<file path="config.mk">
export PLATFORM = sky130hd
export DESIGN_NAME = psit_task_ram
export DESIGN_NICKNAME = d
export VERILOG_FILES = /design/src/psit_task_ram.sv
export SDC_FILE = /design/constraint.sdc
export NUM_CORES = 1
export LEC_CHECK = 0
export BUFFER_PORTS_ARGS = -buffer_cell sky130_fd_sc_hd__buf_4
export CORE_UTILIZATION = 30
export CTS_CLUSTER_SIZE = 20
export DETAILED_ROUTE_END_ITERATION = 16
export PLACE_DENSITY = 0.48
export SLEW_MARGIN = 20
export SYNTH_ARGS = -nofsm -noshare
export SYNTH_HDL_FRONTEND = slang
export SYNTH_SLANG_ARGS = --single-unit
</file>
<file path="constraint.sdc">
create_clock -name clock -period 10.94 [get_ports clock]
set_clock_uncertainty 0.2 [all_clocks]
set_input_delay 3.282 -clock clock [delete_from_list [all_inputs] [get_ports clock]]
set_output_delay 3.282 -clock clock [all_outputs]
set_load 0.05 [all_outputs]
</file>
<file path="src/psit_task_ram.sv">
// per task binding: processor memory with registered read, placed flags
// no package use
module psit_task_ram #(
   parameter int unsigned TASKS = 256,
   parameter int unsigned TW    = 8,
   parameter int unsigned PW    = 3
) (
   input  logic          clock,
   input  logic          reset,
   input  logic [TW-1:0] addr,
   input  logic          rd_en,
   output logic [PW-1:0] rd_proc,
   output logic          placed,
   input  logic          bind_en,
   input  logic [PW-1:0] bind_proc,
   input  logic          unbind_en
);

   logic [PW-1:0]    proc_mem [TASKS];
   logic [TASKS-1:0] placed_ff;
   logic [TASKS-1:0] placed_in;

   always_ff @(posedge clock) begin
      if (bind_en) begin
         proc_mem[addr] <= bind_proc;
      end
      if (rd_en) begin
         rd_proc <= proc_mem[addr];
      end
   end

   always_comb begin
      placed_in = placed_ff;
      if (bind_en) begin
         placed_in[addr] = 1'b1;
      end else if (unbind_en) begin
         placed_in[addr] = 1'b0;
      end
   end

   always_ff @(posedge clock) begin
      if (reset) begin
         placed_ff <= '0;
      end else begin
         placed_ff <= placed_in;
      end
   end

   assign placed = placed_ff[addr];

endmodule

</file>
======== Yosys cells after proc, flatten, opt, wreduce, memory -nomap -nowiden ========
Memories as Yosys holds them, arrays and structs flattened. A register that Yosys moved wholly into a read port is not among the register bits.
Index checks and enable logic that the tools add are counted.
storage, ports and cells
  bits in registers ....................... 256
  RAM bits ................................ 768
  output and inout port bits .............. 4
  memories ................................ 1
memories
  name      words  width  read ports  clocked after Yosys merged registers in  write ports  RTL line  RTL
  proc_mem  256    3      1           1                                        1            19        logic [PW-1:0] proc_mem [TASKS];
operators by class
  $lt $le $gt $ge ......................... 2
  multiplexer cells ....................... 8
  bitwise operators ....................... 3
  reductions and logical operators ........ 2
operators with widths
  operator                                                                              count
  256-bit 2-to-1 mux                                                                    2
  256-bit bitwise AND                                                                   1
  256-bit inverter                                                                      1
  256-bit OR                                                                            1
  8-bit by 9-bit less-than comparator with 1-bit output (second input constant)         1
  1-bit binary-select mux with 8-bit select                                             1
  1-bit demux with 8-bit select                                                         1
  8-bit by 1-bit greater-or-equal comparator with 1-bit output (second input constant)  1
  1-bit 2-to-1 mux                                                                      4
  2-bit nonzero test                                                                    1
  1-bit logical AND                                                                     1

======== Longest topological paths before layout ========
Gate-level depths: netlist of the first run.
  depth after elaboration ................. 8
  gate-level depth with buffers ........... 9

======== Worst setup path after synthesis of the first run ========
No wires, ideal clock.
  path type ............................... input-to-output
  start ................................... input port addr[1]
  end ..................................... output port placed
  arrival time ............................ 5550 ps
  data required time ...................... 7458 ps
  slack ................................... 1908 ps
  stages on the path ...................... 8
  buffers on the path ..................... 3
  cell sequence ........................... buf_4 -> clkbuf_1 -> clkbuf_1 -> mux4_2 -> a22oi_1 -> a21oi_1 -> o41ai_1 -> nand4_1
between the ends
  longest elaborated chain between the ends .. 2
ends and longest elaborated chain
  item                                       RTL line  RTL
  start, declared                            10        input logic [TW-1:0] addr,
  1-bit binary-select mux with 8-bit select  49        assign placed = placed_ff[addr];
  1-bit 2-to-1 mux (implied by the code)     49
  end, declared                              13        output logic placed,
Every way passes these cells. The select of a mux whose other input is x is not followed.

======== Final worst setup path of the first run ========
  start ................................... input port addr[0]
  end ..................................... output port placed
The elaborated chain is that of the path after synthesis.

==> results of run 1 <==
==> power groups by stage <==
stage | combinational, mW | sequential (mW) | clock, mW
after global routing | 0.412 | 4.19 | 3.90
after detailed placement | 0.392 | 4.28 | 0
after floorplan | 0.211 | 4.28 | 0
after global placement | 0.391 | 4.28 | 0
final | 0.392 | 4.20 | 3.67
after CTS | 0.392 | 4.20 | 3.75
==> worst min-delay path: cells and delay by family, from the launching register on <==
family / cells / cell delay [ns]
DFF: 1 / 0.30
AOI/OAI and AO/OA: 2 / 0.12
==> synthesized netlist by cell type <==
cell        n  area share [%]
edfxtp_1  771              56
a21oi_1   320             3.9
nand2_1   283             2.6
dfxtp_1   256              12
inv_1     256             2.3
mux4_2    256              14
o21ai_0   256             3.1
a22oi_1   123             2.2
clkbuf_1  119             1.1
buf_2      33            0.40
nor2_1     26            0.24
buf_1      18            0.16
buf_6      18            0.49
nand3_1    16            0.19
o41ai_1    11            0.23
nor2b_1     8            0.12
buf_4       6            0.11
nand2b_1    6           0.091
a22oi_2     5            0.15
nor3_1      5           0.060
nand4_1     4           0.060
or4_1       4           0.072
and2_1      3           0.045
and3_1      3           0.045
buf_8       2           0.072
and2_0      1           0.015
nor3_2      1           0.024
nor4_2      1           0.030
o41ai_2     1           0.039
or2_2       1           0.015
==> worst max-delay path by stage <==
stage	cells after the start	from	slack, ns	endpoint
floorplan	8	addr[1]	1.91	placed
global placement	7	addr[0]	0.86	placed
detailed placement	8	addr[0]	0.87	placed
CTS	8	addr[0]	0.87	placed
global route	8	addr[0]	0.79	placed
finish	7	addr[0]	0.93	placed
==> cells by family (layout without fill, tap and decap cells) <==
group,count (synthesis),after routing,share of synthesized area (%)
flip-flops,1027,1027,68.3
AO/OA/AOI/OAI,716,716,9.61
buffers and inverters,452,553,4.63
AND/OR/NAND/NOR,362,362,3.57
multiplexers,256,256,13.9
other,0,1,0
==> stage by stage <==
stage	hold slack [ns]	total power [mW]	setup WS, ns
floorplan	0.251	4.49	1.91
global placement	0.260	4.67	0.857
detailed placement	0.265	4.67	0.866
CTS	0.273	8.34	0.870
global route	0.285	8.50	0.794
finish	0.275	8.26	0.931
==> layout make-up <==
class                   count  area share, %
flip-flops and latches   1027           60.1
multi-input cells        1334           24.1
clock buffers             150           6.47
well taps                1781           4.73
inverters                 256           2.04
repair buffers             91           1.54
clock inverters            56           1.04
diodes                      1        0.00532
==> layer usage <==
| metal | global-route usage [%] | vias to the layer above | share of wire [%] |
|---|---|---|---|
| met3 | 4.73 | 273 | 8.4 |
| li1 | - | 10700 | - |
| met2 | 27.3 | 953 | 46 |
| met5 | 0 | - | 0.041 |
| met4 | 6.64 | 8 | 3.7 |
| met1 | 23.6 | 12700 | 42 |
==> metrics.txt, run 1 <==
Critical Path RT 7.46 ns; CP arrival between 6 and 7 ns; setup tns final 0 ns; mapped cell area ~41000 µm²; slowest stage delay, CP 0.72 ns; Initial Util 30.4%; post-route insts no fill 4696; clock buffer depth 3; Die X 374 µm; clock latency on the worst-skew pair 0.71 ns; Max VDD drop between 0.1 and 0.15 mV; drt initial violations around 2700; Synth cell types 30; die area 140000 µm²; vias post-DR about 25000; antenna viol nets, final 0; first-pass GRT wire length 179 mm; Seq/Total Area, Yosys 68.3%; CTS buffer count 110; RePlAce Congestion roughly 0.85; row count 135; worst-path fanout max 71; clock share of power 44.5%; CTS tree yes; io pins 20; GR Overflow Total 0; Seq cells post-synth 1027; Seq pwr share 50.8%; final wirelength roughly 120 mm; setup slack, reg-to-reg 7.75 ns; kind of critical path in2out; DRC viols 0; dpl cells 4489; endpoints failing hold 0; r2r worst-path depth 5; P per Cell Area 176 nW/µm²; nets@finish 2836; P_sw about 1.8 mW; Synth warnings 0; utilization after layout approximately 35%; Max transition margin 24.1%; CP bufs+invs 2; Setup Buffers After CTS 0; area growth from synthesis to layout 13.6%; leakage 16.5 nW; Switching Share 22.1%; TritonCTS Sinks 1027; Avg WL per Cell 26.4 µm; final setup fails 0; fillcell total 13200; layout cell share with drive strength beyond 1 18.7%; period utilisation layout roughly nine tenths; H-tree depth 3; worst hold path type reg2reg; min Tclk post-route about 10 ns; Final Max Tran Viols 0; combinational power share 4.7%; Detail Placement HPWL 78.7 mm; Worst setup EP type primary output; FF-to-FF End rd_proc[2]; Mapped Cells 2813; RSZ-0062 raised after global routing no; First-pass DRT Iterations 8; cts repair resizes 0; startpoint type of the worst setup path input pin; largest net degree at the start of global routing 121; status finished, final reports clean; worst-path cell chain buf_8 > mux4_2 > a22oi_1 > a21oi_1 > o41ai_1 > nand4_1 > buf_4; Syn Area/Cell ~15 µm²; initial antenna violation count 10; number of global-route vias before repair 25200; CP top delay family compound AO/OA/AOI/OAI gates; most common cell after layout, fill and taps aside edfxtp_1; Vias/cell roughly 5.2; Max Freq 99.9 MHz; worst slew pin tran around 1.1 ns; Multi-input gate area between 10000 and 15000 µm²; dpl cell area 43500 µm²; commonest cells after routing, fill and taps aside 771 x edfxtp_1, 320 x a21oi_1, 282 x nand2_1; Syn Nets 2829; core footprint 136000 µm²; Root Driver clkbuf_16; FF-to-FF Start proc_mem[27][2]; GRT Total Usage 17.6%; port buffer count 19; post-cts hold buffer count 0; hold path depth 2; design area between 40000 and 50000 µm²; clock-pin slew of the registers on the worst-case setup and hold paths 0.06 ns; register area 28300 µm²; Int Power 6.44 mW; max_cap viols 0; die span in y 374 µm; Critical Path Slowest Stage Cell o41ai_1
Note: power is estimated with default switching activity, not from simulation.
==> run 2, diff against run 1 <==
--- a/config.mk
+++ b/config.mk
@@ -6,9 +6,12 @@
 export NUM_CORES = 1
 export LEC_CHECK = 0
 export BUFFER_PORTS_ARGS = -buffer_cell sky130_fd_sc_hd__buf_4
+export CORE_ASPECT_RATIO = 1.25
+export CORE_MARGIN = 3
 export CORE_UTILIZATION = 30
 export CTS_CLUSTER_SIZE = 20
 export DETAILED_ROUTE_END_ITERATION = 16
+export GPL_TIMING_DRIVEN = 0
 export PLACE_DENSITY = 0.48
 export SLEW_MARGIN = 20
 export SYNTH_ARGS = -nofsm -noshare
==> run 2 against run 1 <==
Net effect: flip-flop and latch count unchanged; via count increased by 6.3%; clock-buffer cell count down 5; cell count up 4.2%; clock power up 3%; setup slack got worse by 0.79 ns; power up 2.1%; die area increased by 2.2%; combinational power increased by 16%; critical endpoint unchanged; critical path depth up 2; design area is 1.8% higher.
==> metrics.txt, run 2 (same netlist as run 1, synthesis figures left out) <==
H-tree depth 3 (unchanged); largest net degree at the start of global routing 119 (was 121); final wirelength 146 mm (was 124 mm); die span in y 421 µm (was 374 µm); cts repair resizes 0 (unchanged); Final Max Tran Viols 0 (unchanged); final setup fails 0 (unchanged); worst-path cell chain buf_4 > clkdlybuf4s15_1 > clkbuf_1 > mux4_2 > a22oi_1 > a21oi_1 > o41ai_1 > nand4_1 > buf_4 (was buf_8 > mux4_2 > a22oi_1 > a21oi_1 > o41ai_1 > nand4_1 > buf_4); utilization after layout 35.1% (was 34.6%); kind of critical path in2out (unchanged); design area 47900 µm² (was 47100 µm²); clock buffer depth 3 (unchanged); Vias/cell 5.34 (was 5.23); CTS buffer count 106 (was 110); Max VDD drop 0.130 mV (was 0.124 mV); clock-pin slew of the registers on the worst-case setup and hold paths 0.06 ns (about the same); Switching Share 22.5% (was 22.1%); commonest cells after routing, fill and taps aside 771 x edfxtp_1, 320 x a21oi_1, 283 x nand2_1 (was 771 x edfxtp_1, 320 x a21oi_1, 282 x nand2_1); die area 143000 µm² (was 140000 µm²); drt initial violations 2952 (was 2666); Max transition margin 19.2% (was 24.1%); worst slew pin tran 1.21 ns (was 1.13 ns); antenna viol nets, final 0 (unchanged); TritonCTS Sinks 1027 (unchanged); Initial Util 30.4% (about the same); Seq pwr share 49.7% (was 50.8%); Worst setup EP type primary output (unchanged); core footprint 136000 µm² (about the same); Max Freq 92.6 MHz (was 99.9 MHz); cell mode on critical path buf_4; most common cell after layout, fill and taps aside edfxtp_1 (unchanged); startpoint type of the worst setup path input pin (unchanged); slowest stage delay, CP 0.78 ns (was 0.72 ns); area growth from synthesis to layout 15.6% (was 13.6%); register area 28300 µm² (unchanged); RePlAce Congestion 0.914 (was 0.852); Root Driver clkbuf_16 (unchanged); vias post-DR 26100 (was 24600); Detail Placement HPWL 99.1 mm (was 78.7 mm); CP arrival 7.32 ns (was 6.53 ns); worst hold path type reg2reg (unchanged); worst-path fanout max 10 (was 71); P_sw 1.89 mW (was 1.83 mW); Critical Path RT 7.46 ns (about the same); leakage 16.8 nW (was 16.5 nW); Die X 338 µm (was 374 µm); Multi-input gate area 11300 µm² (about the same); dpl cell area 44300 µm² (was 43500 µm²); first-pass GRT wire length 202 mm (was 179 mm); status finished, final reports clean (unchanged); P per Cell Area 176 nW/µm² (about the same); min Tclk post-route 10.80 ns (was 10.01 ns); Avg WL per Cell 29.8 µm (was 26.4 µm); GR Overflow Total 0 (unchanged); nets@finish 2970 (was 2836); layout cell share with drive strength beyond 1 18.3% (was 18.7%); endpoints failing hold 0 (unchanged); port buffer count 16 (was 19); row count 151 (was 135); DRC viols 0 (unchanged); clock latency on the worst-skew pair 0.73 ns (was 0.71 ns); number of global-route vias before repair 26600 (was 25200); Int Power 6.54 mW (was 6.44 mW); clock share of power 44.9% (was 44.5%); fillcell total 13300 (was 13200); max_cap viols 0 (unchanged); CTS tree yes (unchanged); First-pass DRT Iterations 7 (was 8); initial antenna violation count 14 (was 10); period utilisation layout 98.7% (was 91.5%); combinational power share 5.4% (was 4.7%); GRT Total Usage 20.0% (was 17.6%); Setup Buffers After CTS 0 (unchanged); Critical Path Slowest Stage Cell o41ai_1 (unchanged); post-cts hold buffer count 0 (unchanged); io pins 20 (unchanged)
## run 2: worst paths after layout
kind | startpoint | endpoint | slack [ns] | depth (start not counted)
max | addr[1] | placed | 0.14 | 9
min | flop | flop | 0.28 | 2
max reg2reg | proc_mem[95][0] | rd_proc[0] | 7.67 | 5
min reg2reg | flop | flop | 0.28 | 2
## run 2: stage by stage
step | setup WS (ns) | setup TNS, ns | total power [mW] | hold slack, ns | std cells
after CTS | 0.107 | 0 | 8.49 | 0.273 | 4880
after floorplan | 1.91 | 0 | 4.49 | 0.251 | 2813
after detailed placement | 0.113 | 0 | 4.73 | 0.265 | 4682
final | 0.143 | 0 | 8.43 | 0.275 | 4892
after global placement | 0.129 | 0 | 4.72 | 0.257 | 4665
after global routing | -0.0202 | -0.0202 | 8.66 | 0.288 | 4883
## run 2: worst max-delay path: cells and delay by family
kind | cells | cell delay, ns
multiplexers | 1 | 0.41
AO/OA/AOI/OAI | 3 | 1.17
buffers and inverters | 4 | 2.00
AND/OR/NAND/NOR | 1 | 0.42
## run 2: layout make-up
cell class	count	area share (%)
clock inverters	53	1.26
multi-input cells	1334	23.6
repair buffers	33	0.920
well taps	1836	4.80
clock buffers	145	6.26
diodes	12	0.0627
plain buffers	196	2.08
flip-flops and latches	1027	59.0
inverters	256	2.01
## run 2: metal layers
metal	vias to the layer above	part of all wire (%)	track usage, %
met3	407	8.2	4.88
met4	2	5.8	10.6
li1	11000	-	-
met1	13500	37	23.5
met5	-	0.0096	0
met2	1287	49	34.0
## run 2: power groups by stage
| stage | logic (mW) | clock network (mW) | registers, mW |
|---|---|---|---|
| final | 0.456 | 3.78 | 4.19 |
| after global routing | 0.470 | 4.00 | 4.19 |
| after CTS | 0.453 | 3.84 | 4.19 |
| after detailed placement | 0.453 | 0 | 4.28 |
| after global placement | 0.436 | 0 | 4.28 |
| after floorplan | 0.211 | 0 | 4.28 |
